[src/rtl/flptw_pkg.sv]
// Shared codes for the four-level page table walker: operation, result kind, status,
// page size and walk level codes, entry flag bit positions, widths. No dependencies.
`default_nettype none

package flptw_pkg;

    // operation codes of the input channel
    localparam logic OP_START = 1'b0;
    localparam logic OP_ENTRY = 1'b1;

    // result kinds
    localparam logic KIND_READ   = 1'b0;
    localparam logic KIND_FINISH = 1'b1;

    // finish status
    localparam logic [1:0] ST_OK          = 2'd0;
    localparam logic [1:0] ST_NOT_PRESENT = 2'd1;
    localparam logic [1:0] ST_WRITE_DENY  = 2'd2;

    // page size codes
    localparam logic [1:0] PS_4K = 2'd0;
    localparam logic [1:0] PS_2M = 2'd1;
    localparam logic [1:0] PS_1G = 2'd2;

    // walk levels
    localparam logic [1:0] LVL_PML4 = 2'd0;
    localparam logic [1:0] LVL_PDPT = 2'd1;
    localparam logic [1:0] LVL_PD   = 2'd2;
    localparam logic [1:0] LVL_PT   = 2'd3;

    // entry flag bits
    localparam int BIT_PRESENT  = 0;
    localparam int BIT_WRITE    = 1;
    localparam int BIT_PAGESIZE = 7;

    // internal linear address width, the widest virtual address supported
    localparam int VA_FULL_BITS = 48;
    typedef logic [VA_FULL_BITS-1:0] t_va_full;

    // room to the page end never exceeds one gigabyte, so it fits in 31 bits
    localparam int ROOM_BITS = 31;

endpackage

`default_nettype wire

[src/rtl/four_level_page_table_walker.sv]
// Four-level page table walker: walk state registers, single-pass decode of each
// start or returned entry, result register with a skid stage.
// Depends on flptw_pkg for codes and flag bit positions.
//
//  channel | valid   | stall   | payload
//  --------+---------+---------+--------------------------------------------
//  input   | i_valid | o_stall | operation, virtual_address, root_table,
//          |         |         | write_intent, byte_count, entry_data
//  output  | o_valid | i_stall | result_kind, read_address, status,
//          |         |         | physical_address, page_size,
//          |         |         | leaf_entry_low, reachable_bytes
//
// One item is taken per cycle while o_stall is low; its result is registered
// in the output register unless the output stalls. The rate is set by the single
// decode path from the walk state to the result register. Reset is synchronous
// and clears the walk state and both valid flags. A stalled result moves into
// the skid stage and o_stall rises only while the skid stage is full.
`default_nettype none

module four_level_page_table_walker #(
    parameter int PHYS_ADDR_BITS = 52,
    parameter int VIRT_ADDR_BITS = 48
) (
    input  wire                        i_clk,
    input  wire                        i_rst_n,
    input  wire                        i_valid,
    output logic                       o_stall,
    input  wire                        i_operation,
    input  wire [VIRT_ADDR_BITS-1:0]   i_virtual_address,
    input  wire [PHYS_ADDR_BITS-1:0]   i_root_table,
    input  wire                        i_write_intent,
    input  wire [31:0]                 i_byte_count,
    input  wire [63:0]                 i_entry_data,
    output logic                       o_valid,
    input  wire                        i_stall,
    output logic                       o_result_kind,
    output logic [PHYS_ADDR_BITS-1:0]  o_read_address,
    output logic [1:0]                 o_status,
    output logic [PHYS_ADDR_BITS-1:0]  o_physical_address,
    output logic [1:0]                 o_page_size,
    output logic [31:0]                o_leaf_entry_low,
    output logic [31:0]                o_reachable_bytes
);

    localparam int RB = flptw_pkg::ROOM_BITS;

    typedef struct packed {
        logic                      kind;
        logic [PHYS_ADDR_BITS-1:0] read_address;
        logic [1:0]                status;
        logic [PHYS_ADDR_BITS-1:0] physical_address;
        logic [1:0]                page_size;
        logic [31:0]               leaf_low;
        logic [31:0]               bytes;
    } t_result;

    // walk state
    logic                  r_busy, n_busy;
    logic [1:0]            r_level, n_level;
    flptw_pkg::t_va_full   r_va, n_va;
    logic                  r_wi, n_wi;
    logic [31:0]           r_bc, n_bc;

    // output register and skid stage
    logic    r_out_valid, r_skid_valid;
    t_result r_out, r_skid;

    logic    in_take, out_take, out_free, has_result;
    t_result res;

    // request path
    logic [1:0]                req_level;
    logic [PHYS_ADDR_BITS-13:0] req_frame;
    logic [8:0]                req_index;

    // leaf path
    logic [1:0]                leaf_size;
    logic [PHYS_ADDR_BITS-1:0] leaf_phys;
    logic [RB-1:0]             leaf_offset;
    logic [RB-1:0]             leaf_room;
    logic [31:0]               leaf_bytes;
    logic                      is_leaf;

    assign o_stall  = r_skid_valid;
    assign in_take  = i_valid && !r_skid_valid;
    assign out_take = r_out_valid && !i_stall;
    assign out_free = !r_out_valid || out_take;

    // table index for the level about to be read
    always_comb begin
        unique case (req_level)
            flptw_pkg::LVL_PML4: req_index = n_va[47:39];
            flptw_pkg::LVL_PDPT: req_index = n_va[38:30];
            flptw_pkg::LVL_PD:   req_index = n_va[29:21];
            flptw_pkg::LVL_PT:   req_index = n_va[20:12];
            default:             req_index = n_va[47:39];
        endcase
    end

    // leaf frame and offset by page size; frame and offset never overlap
    always_comb begin
        unique case (leaf_size)
            flptw_pkg::PS_1G: begin
                leaf_phys   = {i_entry_data[PHYS_ADDR_BITS-1:30], r_va[29:0]};
                leaf_offset = RB'(r_va[29:0]);
                leaf_room   = RB'(31'h4000_0000) - leaf_offset;
            end
            flptw_pkg::PS_2M: begin
                leaf_phys   = {i_entry_data[PHYS_ADDR_BITS-1:21], r_va[20:0]};
                leaf_offset = RB'(r_va[20:0]);
                leaf_room   = RB'(31'h0020_0000) - leaf_offset;
            end
            default: begin
                leaf_phys   = {i_entry_data[PHYS_ADDR_BITS-1:12], r_va[11:0]};
                leaf_offset = RB'(r_va[11:0]);
                leaf_room   = RB'(31'h0000_1000) - leaf_offset;
            end
        endcase
        leaf_bytes = (r_bc < {1'b0, leaf_room}) ? r_bc : {1'b0, leaf_room};
    end

    always_comb begin
        n_busy     = r_busy;
        n_level    = r_level;
        n_va       = r_va;
        n_wi       = r_wi;
        n_bc       = r_bc;
        has_result = 1'b0;
        req_level  = flptw_pkg::LVL_PML4;
        req_frame  = i_root_table[PHYS_ADDR_BITS-1:12];
        leaf_size  = flptw_pkg::PS_4K;
        is_leaf    = 1'b0;
        res        = '0;

        if (r_level == flptw_pkg::LVL_PDPT && i_entry_data[flptw_pkg::BIT_PAGESIZE]) begin
            leaf_size = flptw_pkg::PS_1G;
            is_leaf   = 1'b1;
        end else if (r_level == flptw_pkg::LVL_PD
                     && i_entry_data[flptw_pkg::BIT_PAGESIZE]) begin
            leaf_size = flptw_pkg::PS_2M;
            is_leaf   = 1'b1;
        end else if (r_level == flptw_pkg::LVL_PT) begin
            is_leaf   = 1'b1;
        end

        if (in_take) begin
            if (i_operation == flptw_pkg::OP_START) begin
                if (!r_busy) begin
                    n_busy     = 1'b1;
                    n_level    = flptw_pkg::LVL_PML4;
                    n_va       = flptw_pkg::t_va_full'(i_virtual_address);
                    n_wi       = i_write_intent;
                    n_bc       = i_byte_count;
                    has_result = 1'b1;
                    res.kind   = flptw_pkg::KIND_READ;
                    res.read_address = {req_frame, req_index, 3'b000};
                end
            end else if (r_busy) begin
                has_result = 1'b1;
                if (!i_entry_data[flptw_pkg::BIT_PRESENT]) begin
                    n_busy     = 1'b0;
                    n_level    = flptw_pkg::LVL_PML4;
                    res.kind   = flptw_pkg::KIND_FINISH;
                    res.status = flptw_pkg::ST_NOT_PRESENT;
                end else if (is_leaf) begin
                    n_busy        = 1'b0;
                    n_level       = flptw_pkg::LVL_PML4;
                    res.kind      = flptw_pkg::KIND_FINISH;
                    res.page_size = leaf_size;
                    res.leaf_low  = i_entry_data[31:0];
                    if (r_wi && !i_entry_data[flptw_pkg::BIT_WRITE]) begin
                        res.status = flptw_pkg::ST_WRITE_DENY;
                    end else begin
                        res.status           = flptw_pkg::ST_OK;
                        res.physical_address = leaf_phys;
                        res.bytes            = leaf_bytes;
                    end
                end else begin
                    // table pointer: descend and request the next entry
                    req_level        = r_level + 2'd1;
                    req_frame        = i_entry_data[PHYS_ADDR_BITS-1:12];
                    n_level          = req_level;
                    res.kind         = flptw_pkg::KIND_READ;
                    res.read_address = {req_frame, req_index, 3'b000};
                end
            end
        end
    end

    always_ff @(posedge i_clk) begin
        if (!i_rst_n) begin
            r_busy       <= 1'b0;
            r_level      <= flptw_pkg::LVL_PML4;
            r_va         <= '0;
            r_wi         <= 1'b0;
            r_bc         <= '0;
            r_out_valid  <= 1'b0;
            r_skid_valid <= 1'b0;
        end else begin
            r_busy  <= n_busy;
            r_level <= n_level;
            r_va    <= n_va;
            r_wi    <= n_wi;
            r_bc    <= n_bc;

            if (out_free) begin
                // drain the skid stage first, else load the fresh result
                r_out_valid <= r_skid_valid || has_result;
            end
            if (out_free && r_skid_valid) begin
                r_skid_valid <= 1'b0;
            end else if (has_result && !out_free) begin
                r_skid_valid <= 1'b1;
            end
        end
    end

    always_ff @(posedge i_clk) begin
        if (out_free) begin
            r_out <= r_skid_valid ? r_skid : res;
        end
        if (has_result && !out_free) begin
            r_skid <= res;
        end
    end

    assign o_valid            = r_out_valid;
    assign o_result_kind      = r_out.kind;
    assign o_read_address     = r_out.read_address;
    assign o_status           = r_out.status;
    assign o_physical_address = r_out.physical_address;
    assign o_page_size        = r_out.page_size;
    assign o_leaf_entry_low   = r_out.leaf_low;
    assign o_reachable_bytes  = r_out.bytes;

endmodule

`default_nettype wire
[config.mk]
export PLATFORM = sky130hd
export DESIGN_NAME = four_level_page_table_walker
export DESIGN_NICKNAME = d
export VERILOG_FILES = /design/src/rtl/flptw_pkg.sv /design/src/rtl/four_level_page_table_walker.sv
export SDC_FILE = /design/constraint.sdc
export NUM_CORES = 1
export LEC_CHECK = 0
export BUFFER_PORTS_ARGS = -buffer_cell sky130_fd_sc_hd__clkbuf_2
export CAP_MARGIN = 20
export CORE_MARGIN = 2
export CORE_UTILIZATION = 58
export CTS_BUF_LIST = sky130_fd_sc_hd__clkbuf_4 sky130_fd_sc_hd__clkbuf_8
export DETAILED_ROUTE_END_ITERATION = 6
export GPL_TIMING_DRIVEN = 0
export PLACE_DENSITY = 0.94
export SETUP_SLACK_MARGIN = 0.2
export SLEW_MARGIN = 5
export SYNTH_ARGS = -nofsm -noshare
export SYNTH_HDL_FRONTEND = slang
export SYNTH_SLANG_ARGS = --single-unit
[constraint.sdc]
create_clock -name i_clk -period 36.2 [get_ports i_clk]
set_input_delay 7.24 -clock i_clk [delete_from_list [all_inputs] [get_ports i_clk]]
set_output_delay 7.24 -clock i_clk [all_outputs]
set_load 0.01 [all_outputs]
# [Word level (Yosys, flattened, before mapping)]
# Index checks and enable logic that the tools add are counted.
[totals] n_memories=0 latch_bits=0 word_cells=102 mem_bits_ro=0 out_inout_bits=175 input_bits=202 regBits=432 ram_bits=0
[classes] mul=0 magnitude_cmp=1 n_bitwise=3 n_eq_ne=10 shift=0 n_reduce_logical=18 add_sub_neg=4 muxes=44 n_div=0
[ops] operator="2-to-1 mux 173 bit" count=3
[ops] operator="2-to-1 mux 120 bit" count=2
[ops] operator="2-to-1 mux 52 bit" count=4
[ops] operator="2-to-1 mux 48 bit" count=3
[ops] operator="2-to-1 mux 118 bit" count=1
[ops] operator="2-to-1 mux 32 bit" count=2
[ops] operator="case mux 31 bit (2 select lines)" count=1
[ops] operator="case mux 30 bit (2 select lines)" count=1
[ops] operator="2-to-1 mux 53 bit" count=1
[ops] operator="case mux 9 bit (4 select lines)" count=1
[ops] operator="less-than comparator 32 x 31 -> 1 bit" count=1
[ops] operator="subtractor 31 x 30 -> 31 bit (first input constant)" count=1
[ops] operator="subtractor 22 x 21 -> 23 bit (first input constant)" count=1
[ops] operator="2-to-1 mux 2 bit" count=11
[ops] operator="2-to-1 mux 1 bit" count=14
[ops] operator="subtractor 13 x 12 -> 14 bit (first input constant)" count=1
[ops] operator="== test 2 bit (second input constant)" count=5
[ops] operator="logical AND 1 bit" count=7
[ops] operator="== test 2 x 1 -> 1 bit (second input constant)" count=3
[ops] operator="AND reduction 3 bit" count=2
[ops] operator="logical NOT 1 bit" count=5
[ops] operator="NOT 1 bit" count=3
[ops] operator="adder 2 x 1 -> 2 bit (second input constant)" count=1
[ops] operator="logical NOT 2 bit" count=1
[ops] operator="other kinds (4)" count=5

# [Longest topological paths before layout]
[logic_depth] ltp_word=17 depth_mapped=17 mapped_depth_nobuf=13

# [Least setup slack after synthesis]
# Ideal clock, no wire load.
[synth_timing] kind="in2reg" startpoint="input i_stall" endpoint="register r_skid[0] (netlist name) (enable)" setup_slack_ns=14.877 arrival_ns=19.618 stages=2 path_cell_list="nand2_1 > nor2_1"
[synth_via] elab_chain_cells=5
[synth_lines] item="start, declared" line_no="four_level_page_table_walker.sv:35" source="input wire i_stall,"
[synth_lines] item="logical NOT 1 bit" line_no="four_level_page_table_walker.sv:86" source="assign out_take = r_out_valid && !i_stall;"
[synth_lines] item="logical AND 1 bit" line_no="four_level_page_table_walker.sv:86"
[synth_lines] item="logical OR 1 bit" line_no="four_level_page_table_walker.sv:87" source="assign out_free = !r_out_valid || out_take;"
[synth_lines] item="logical NOT 1 bit" line_no="four_level_page_table_walker.sv:222" source="if (has_result && !out_free) begin"
[synth_lines] item="logical AND 1 bit" line_no="four_level_page_table_walker.sv:222"
[synth_lines] item="end signal, assigned" line_no="four_level_page_table_walker.sv:223" source="r_skid <= res;"
[synth_lines] item="end, declared" line_no="four_level_page_table_walker.sv:66" source="t_result r_out, r_skid;"
# No other way between the ends.
# A chain may end at the register's enable or synchronous reset.

# [Worst setup path after layout]
[layout_timing] startpoint="input i_entry_data[7]" endpoint="register r_out (netlist bit o_reachable_bytes[18]), data pin"
[layout_via] elab_chain_cells=14 word_cells_on_any_way=18
[layout_lines] item="start, declared" line_no="four_level_page_table_walker.sv:33" source="input wire [63:0] i_entry_data,"
[layout_lines] item="logical AND 1 bit" line_no="four_level_page_table_walker.sv:139" source="&& i_entry_data[flptw_pkg::BIT_PAGESIZE]) begin"
[layout_lines] item="2-to-1 mux 1 bit" line_no="four_level_page_table_walker.sv:138" source="end else if (r_level == flptw_pkg::LVL_PD"
[layout_lines] item="2-to-1 mux 2 bit" line_no="four_level_page_table_walker.sv:135" source="if (r_level == flptw_pkg::LVL_PDPT && i_entry_data[flptw_pkg::BIT_PAGESIZE]) begin"
[layout_lines] item="== test 2 x 1 -> 1 bit or == test 2 bit (tied branches)" line_no="four_level_page_table_walker.sv:102" source="unique case (leaf_size)"
[layout_lines] item="case mux 31 bit (2 select lines)" line_no="four_level_page_table_walker.sv:102"
[layout_lines] item="less-than comparator 32 x 31 -> 1 bit" line_no="four_level_page_table_walker.sv:119" source="leaf_bytes = (r_bc < {1'b0, leaf_room}) ? r_bc : {1'b0, leaf_room};"
[layout_lines] item="2-to-1 mux 32 bit" line_no="four_level_page_table_walker.sv:119"
[layout_lines] item="2-to-1 mux 32 bit" line_no="four_level_page_table_walker.sv:171" source="if (r_wi && !i_entry_data[flptw_pkg::BIT_WRITE]) begin"
[layout_lines] item="2-to-1 mux 120 bit *" line_no="four_level_page_table_walker.sv:165" source="end else if (is_leaf) begin"
[layout_lines] item="2-to-1 mux 118 bit *" line_no="four_level_page_table_walker.sv:160" source="if (!i_entry_data[flptw_pkg::BIT_PRESENT]) begin"
[layout_lines] item="2-to-1 mux 173 bit *" line_no="four_level_page_table_walker.sv:158" source="end else if (r_busy) begin"
[layout_lines] item="2-to-1 mux 120 bit *" line_no="four_level_page_table_walker.sv:147" source="if (i_operation == flptw_pkg::OP_START) begin"
[layout_lines] item="2-to-1 mux 173 bit *" line_no="four_level_page_table_walker.sv:146" source="if (in_take) begin"
[layout_lines] item="2-to-1 mux 173 bit *" line_no="four_level_page_table_walker.sv:220" source="r_out <= r_skid_valid ? r_skid : res;"
[layout_lines] item="end signal, assigned" line_no="four_level_page_table_walker.sv:220"
[layout_lines] item="end, declared" line_no="four_level_page_table_walker.sv:66"
# Every way passes the cells marked *; elsewhere a longest branch is shown, timed or not.

==> impl_metrics.env <==
export IMPL_clkTransAtPathRegs_ns=0.06
export IMPL_peakVddDrop_mv=0.0317
export IMPL_synth_top_cell_area_share_pct=54.8
export IMPL_ys_ff_latch=426
export IMPL_num_vias=14717
export IMPL_die_h_um=183
export IMPL_finalHoldViolCount=0
export IMPL_core_area_um2=31600
export IMPL_die_w_um=183
export IMPL_grtUsageTotal_pct=31.4
export IMPL_worstSetupPathType="input pin to register"
export IMPL_grt_pass1_vias=14645
export IMPL_period_minus_slack_ns=10.84
export IMPL_hold_depth=2
export IMPL_multi_input_area_um2=6250
export IMPL_fin_crit_sh_pct=30.0
export IMPL_slew_viol_final=0
export IMPL_fin_cells=2436
export IMPL_wl_per_cell_um=22.0
export IMPL_dp_hpwl_um=39000
export IMPL_yosys_top_cells_area="edfxtp_1 (55%), dfxtp_1 (9.2%), a21o_1 (5.6%)"
export IMPL_synth_xor_area_share_pct=0.470
export IMPL_seq_area_um2=11900
export IMPL_antenna_found_initial=1
export IMPL_start_util_pct=58.9
export IMPL_worstMarginPinSlew_ns=0.805
export IMPL_vias_per_cell=6.04
export IMPL_rsz0062_at_grt="no"
export IMPL_yosys_top_cells_count="edfxtp_1 (340), nand2_1 (224), a21o_1 (140), clkbuf_1 (92), dfxtp_1 (86)"
export IMPL_crit_path_cell_trace="clkbuf_2 > o21a_1 > clkbuf_1 > buf_1 > nand3_1 > ha_1 > and4_1 > a2111oi_0 > o31a_1 > nand2_1 > clkbuf_1 > clkbuf_1 > o211ai_1"
export IMPL_critPathMaxFanout=10
export IMPL_numPortBuffers=347
export IMPL_synth_top_family_by_area="compound AO/OA/AOI/OAI gates"
export IMPL_drc=0
export IMPL_wl_um=53700
export IMPL_hold_path_class="register to register"
export IMPL_cts_resized=0
export IMPL_synthSimpleGateAreaFrac_pct=12.2
export IMPL_preCtsSetupSlack_ns=24.95
export IMPL_p_leak_nw=10.0
export IMPL_num_rows=65
export IMPL_netlist_instances=1549
export IMPL_fillerInstances=2137
export IMPL_synth_warning_count=0
export IMPL_yosysMostFrequentCell="edfxtp_1"
export IMPL_slew_headroom_pct=46.0
export IMPL_die_area_um2=33600
export IMPL_synth_top_flop_cell="edfxtp_1"
export IMPL_max_cap_viol_count=0
export IMPL_setup_tns_ns=0
export IMPL_ioPinCount=377
export IMPL_gp_congestion=0.929
export IMPL_post_cts_setup_buffers=0
export IMPL_synth_mux_area_share_pct=1.68
export IMPL_drive_above_1_share_pct=24.2
export IMPL_ys_async_sr_fraction_pct=0
export IMPL_cpMostUsedCell="clkbuf_1"
export IMPL_clock_latency_ns=0.59
export IMPL_ys_seq_area_share_pct=64.0
export IMPL_hold_buffers=0
export IMPL_clockRootBuffer="clkbuf_8"
export IMPL_syn_area_per_cell_um2=12.0
export IMPL_final_nets=2217
export IMPL_worst_r2r_cell_count=15
export IMPL_slowest_delay_ns=0.67
export IMPL_cp_end_kind="register"
export IMPL_fmaxAchievable_mhz=92.2
export IMPL_ant_nets=0
export IMPL_hold_ws_ns=0.470
export IMPL_critPathLaunchType="input pin"
export IMPL_arrival_ns=11.22
export IMPL_area_delta_synth_final_pct=20.9
export IMPL_cts_buffers=68
export IMPL_clkSinkCount=426
export IMPL_cp_slowest_cell="a2111oi_0"
export IMPL_synth_compound_area_share_pct=16.7
export IMPL_setup_viol=0
export IMPL_numPlacedInstances=2311
export IMPL_worst_slack_ns=25.36
export IMPL_grt_max_degree=52
export IMPL_synth_largest_area_cell="edfxtp_1"
export IMPL_drt_iter0_drc=1527
export IMPL_overflow=0
export IMPL_cts_tree="done"
export IMPL_powerDensity_nw_per_um2=48.6
export IMPL_synth_enable_flop_cells=340
export IMPL_fin_skew_ns=0.0288
export IMPL_htree_levels=3
export IMPL_clockBufferDepth=3
export IMPL_required_ns=36.58
export IMPL_synthAdderAreaFrac_pct=2.35
export IMPL_ys_types=55
export IMPL_first_pass_iters=6
export IMPL_syn_area_um2=18600
export IMPL_outcome="finished clean"
export IMPL_grt_pass1_wl_um=80700
-- critical path: cells and delay by family --
kind | cells | cell delay (ns)
buffers and inverters | 5 | 1.61
AO/OA/AOI/OAI | 4 | 1.43
AND/OR/NAND/NOR | 3 | 0.57
adder cells (fa/ha/maj) | 1 | 0.35
-- metal layers --
metal	track usage (%)	routed length (um)
met3	6.49	4810
met4	12.7	1960
met2	52.7	26100
met5	0	0
met1	40.1	20800
-- layout make-up --
type | count | area share (%)
Clock buffer | 96 | 5.22
Inverter | 15 | 0.250
Timing Repair Buffer | 358 | 8.69
Sequential cell | 426 | 52.9
Antenna cell | 1 | 0.0111
Buffer | 105 | 1.94
Tap cell | 402 | 2.23
Multi-Input combinational cell | 1006 | 27.7
Clock inverter | 27 | 0.988
-- final timing paths --
path / startpoint / endpoint / slack [ns]
worst min register to register: r_wi / r_wi / 0.47
worst min-delay path: r_wi / r_wi / 0.47
worst max register to register: r_level[0] / o_reachable_bytes[18] / 31.06
worst max-delay path: i_entry_data[7] / o_reachable_bytes[18] / 25.36
-- state kept, by name, indices dropped and copies added, names as in the netlist --
| signal | count |
|---|---|
| o_reachable_bytes | 32 |
| o_stall | 1 |
| o_leaf_entry_low | 32 |
| o_page_size | 2 |
| r_va | 48 |
| r_wi | 1 |
| o_result_kind | 1 |
| r_level | 2 |
| o_valid | 1 |
| r_busy | 1 |
| o_status | 2 |
| r_bc | 32 |
| r_skid | 170 |
| o_read_address | 49 |
| o_physical_address | 52 |
-- stage by stage --
| stage | utilization [%] | total power (W) | area, um2 |
|---|---|---|---|
| floorplan | - | 0.000632 | 18700 |
| global placement | 66.1 | 0.000678 | 20900 |
| detailed placement | 66.8 | 0.000680 | 21100 |
| CTS | 71.2 | 0.00110 | 22500 |
| global route | 71.3 | 0.00113 | 22500 |
| finish | 71.3 | 0.00110 | 22500 |
-- power breakdown --
group | switching, W | internal (W) | total (W)
registers | 0.0000101 | 0.000546 | 0.000556
clock network | 0.000194 | 0.000228 | 0.000422
logic | 0.0000746 | 0.0000432 | 0.000118
total | 0.000278 | 0.000817 | 0.00110
-- cell usage in the layout (no fill, tap or decap), types with 10 or more instances in the layout --
master    count
a211o_1      16
a21boi_0     58
a21o_1      140
a21oi_1      49
a22oi_1      40
and2_1       37
and3_1       32
clkbuf_1     92
clkbuf_2    347
clkbuf_4     23
clkbuf_8     73
clkinv_1     15
dfxtp_1      86
edfxtp_1    340
ha_1         35
inv_1        14
mux2i_1      28
nand2_1     223
nand3_1      17
nor2_1       69
nor2b_1      29
nor4_1       10
o211ai_1     32
o21a_1       21
o21ai_0      67
o31ai_1      10
or4_1        11
-- logic make-up after synthesis --
family,after synthesis
AOI/OAI and AO/OA,449
other,1
xor gates and xnor gates,10
buffers and inverters,120
and+or+nand+nor,477
DFF,426
muxes,31
adders and majority gates,35
No activity file was read; power rests on OpenSTA's default activity.
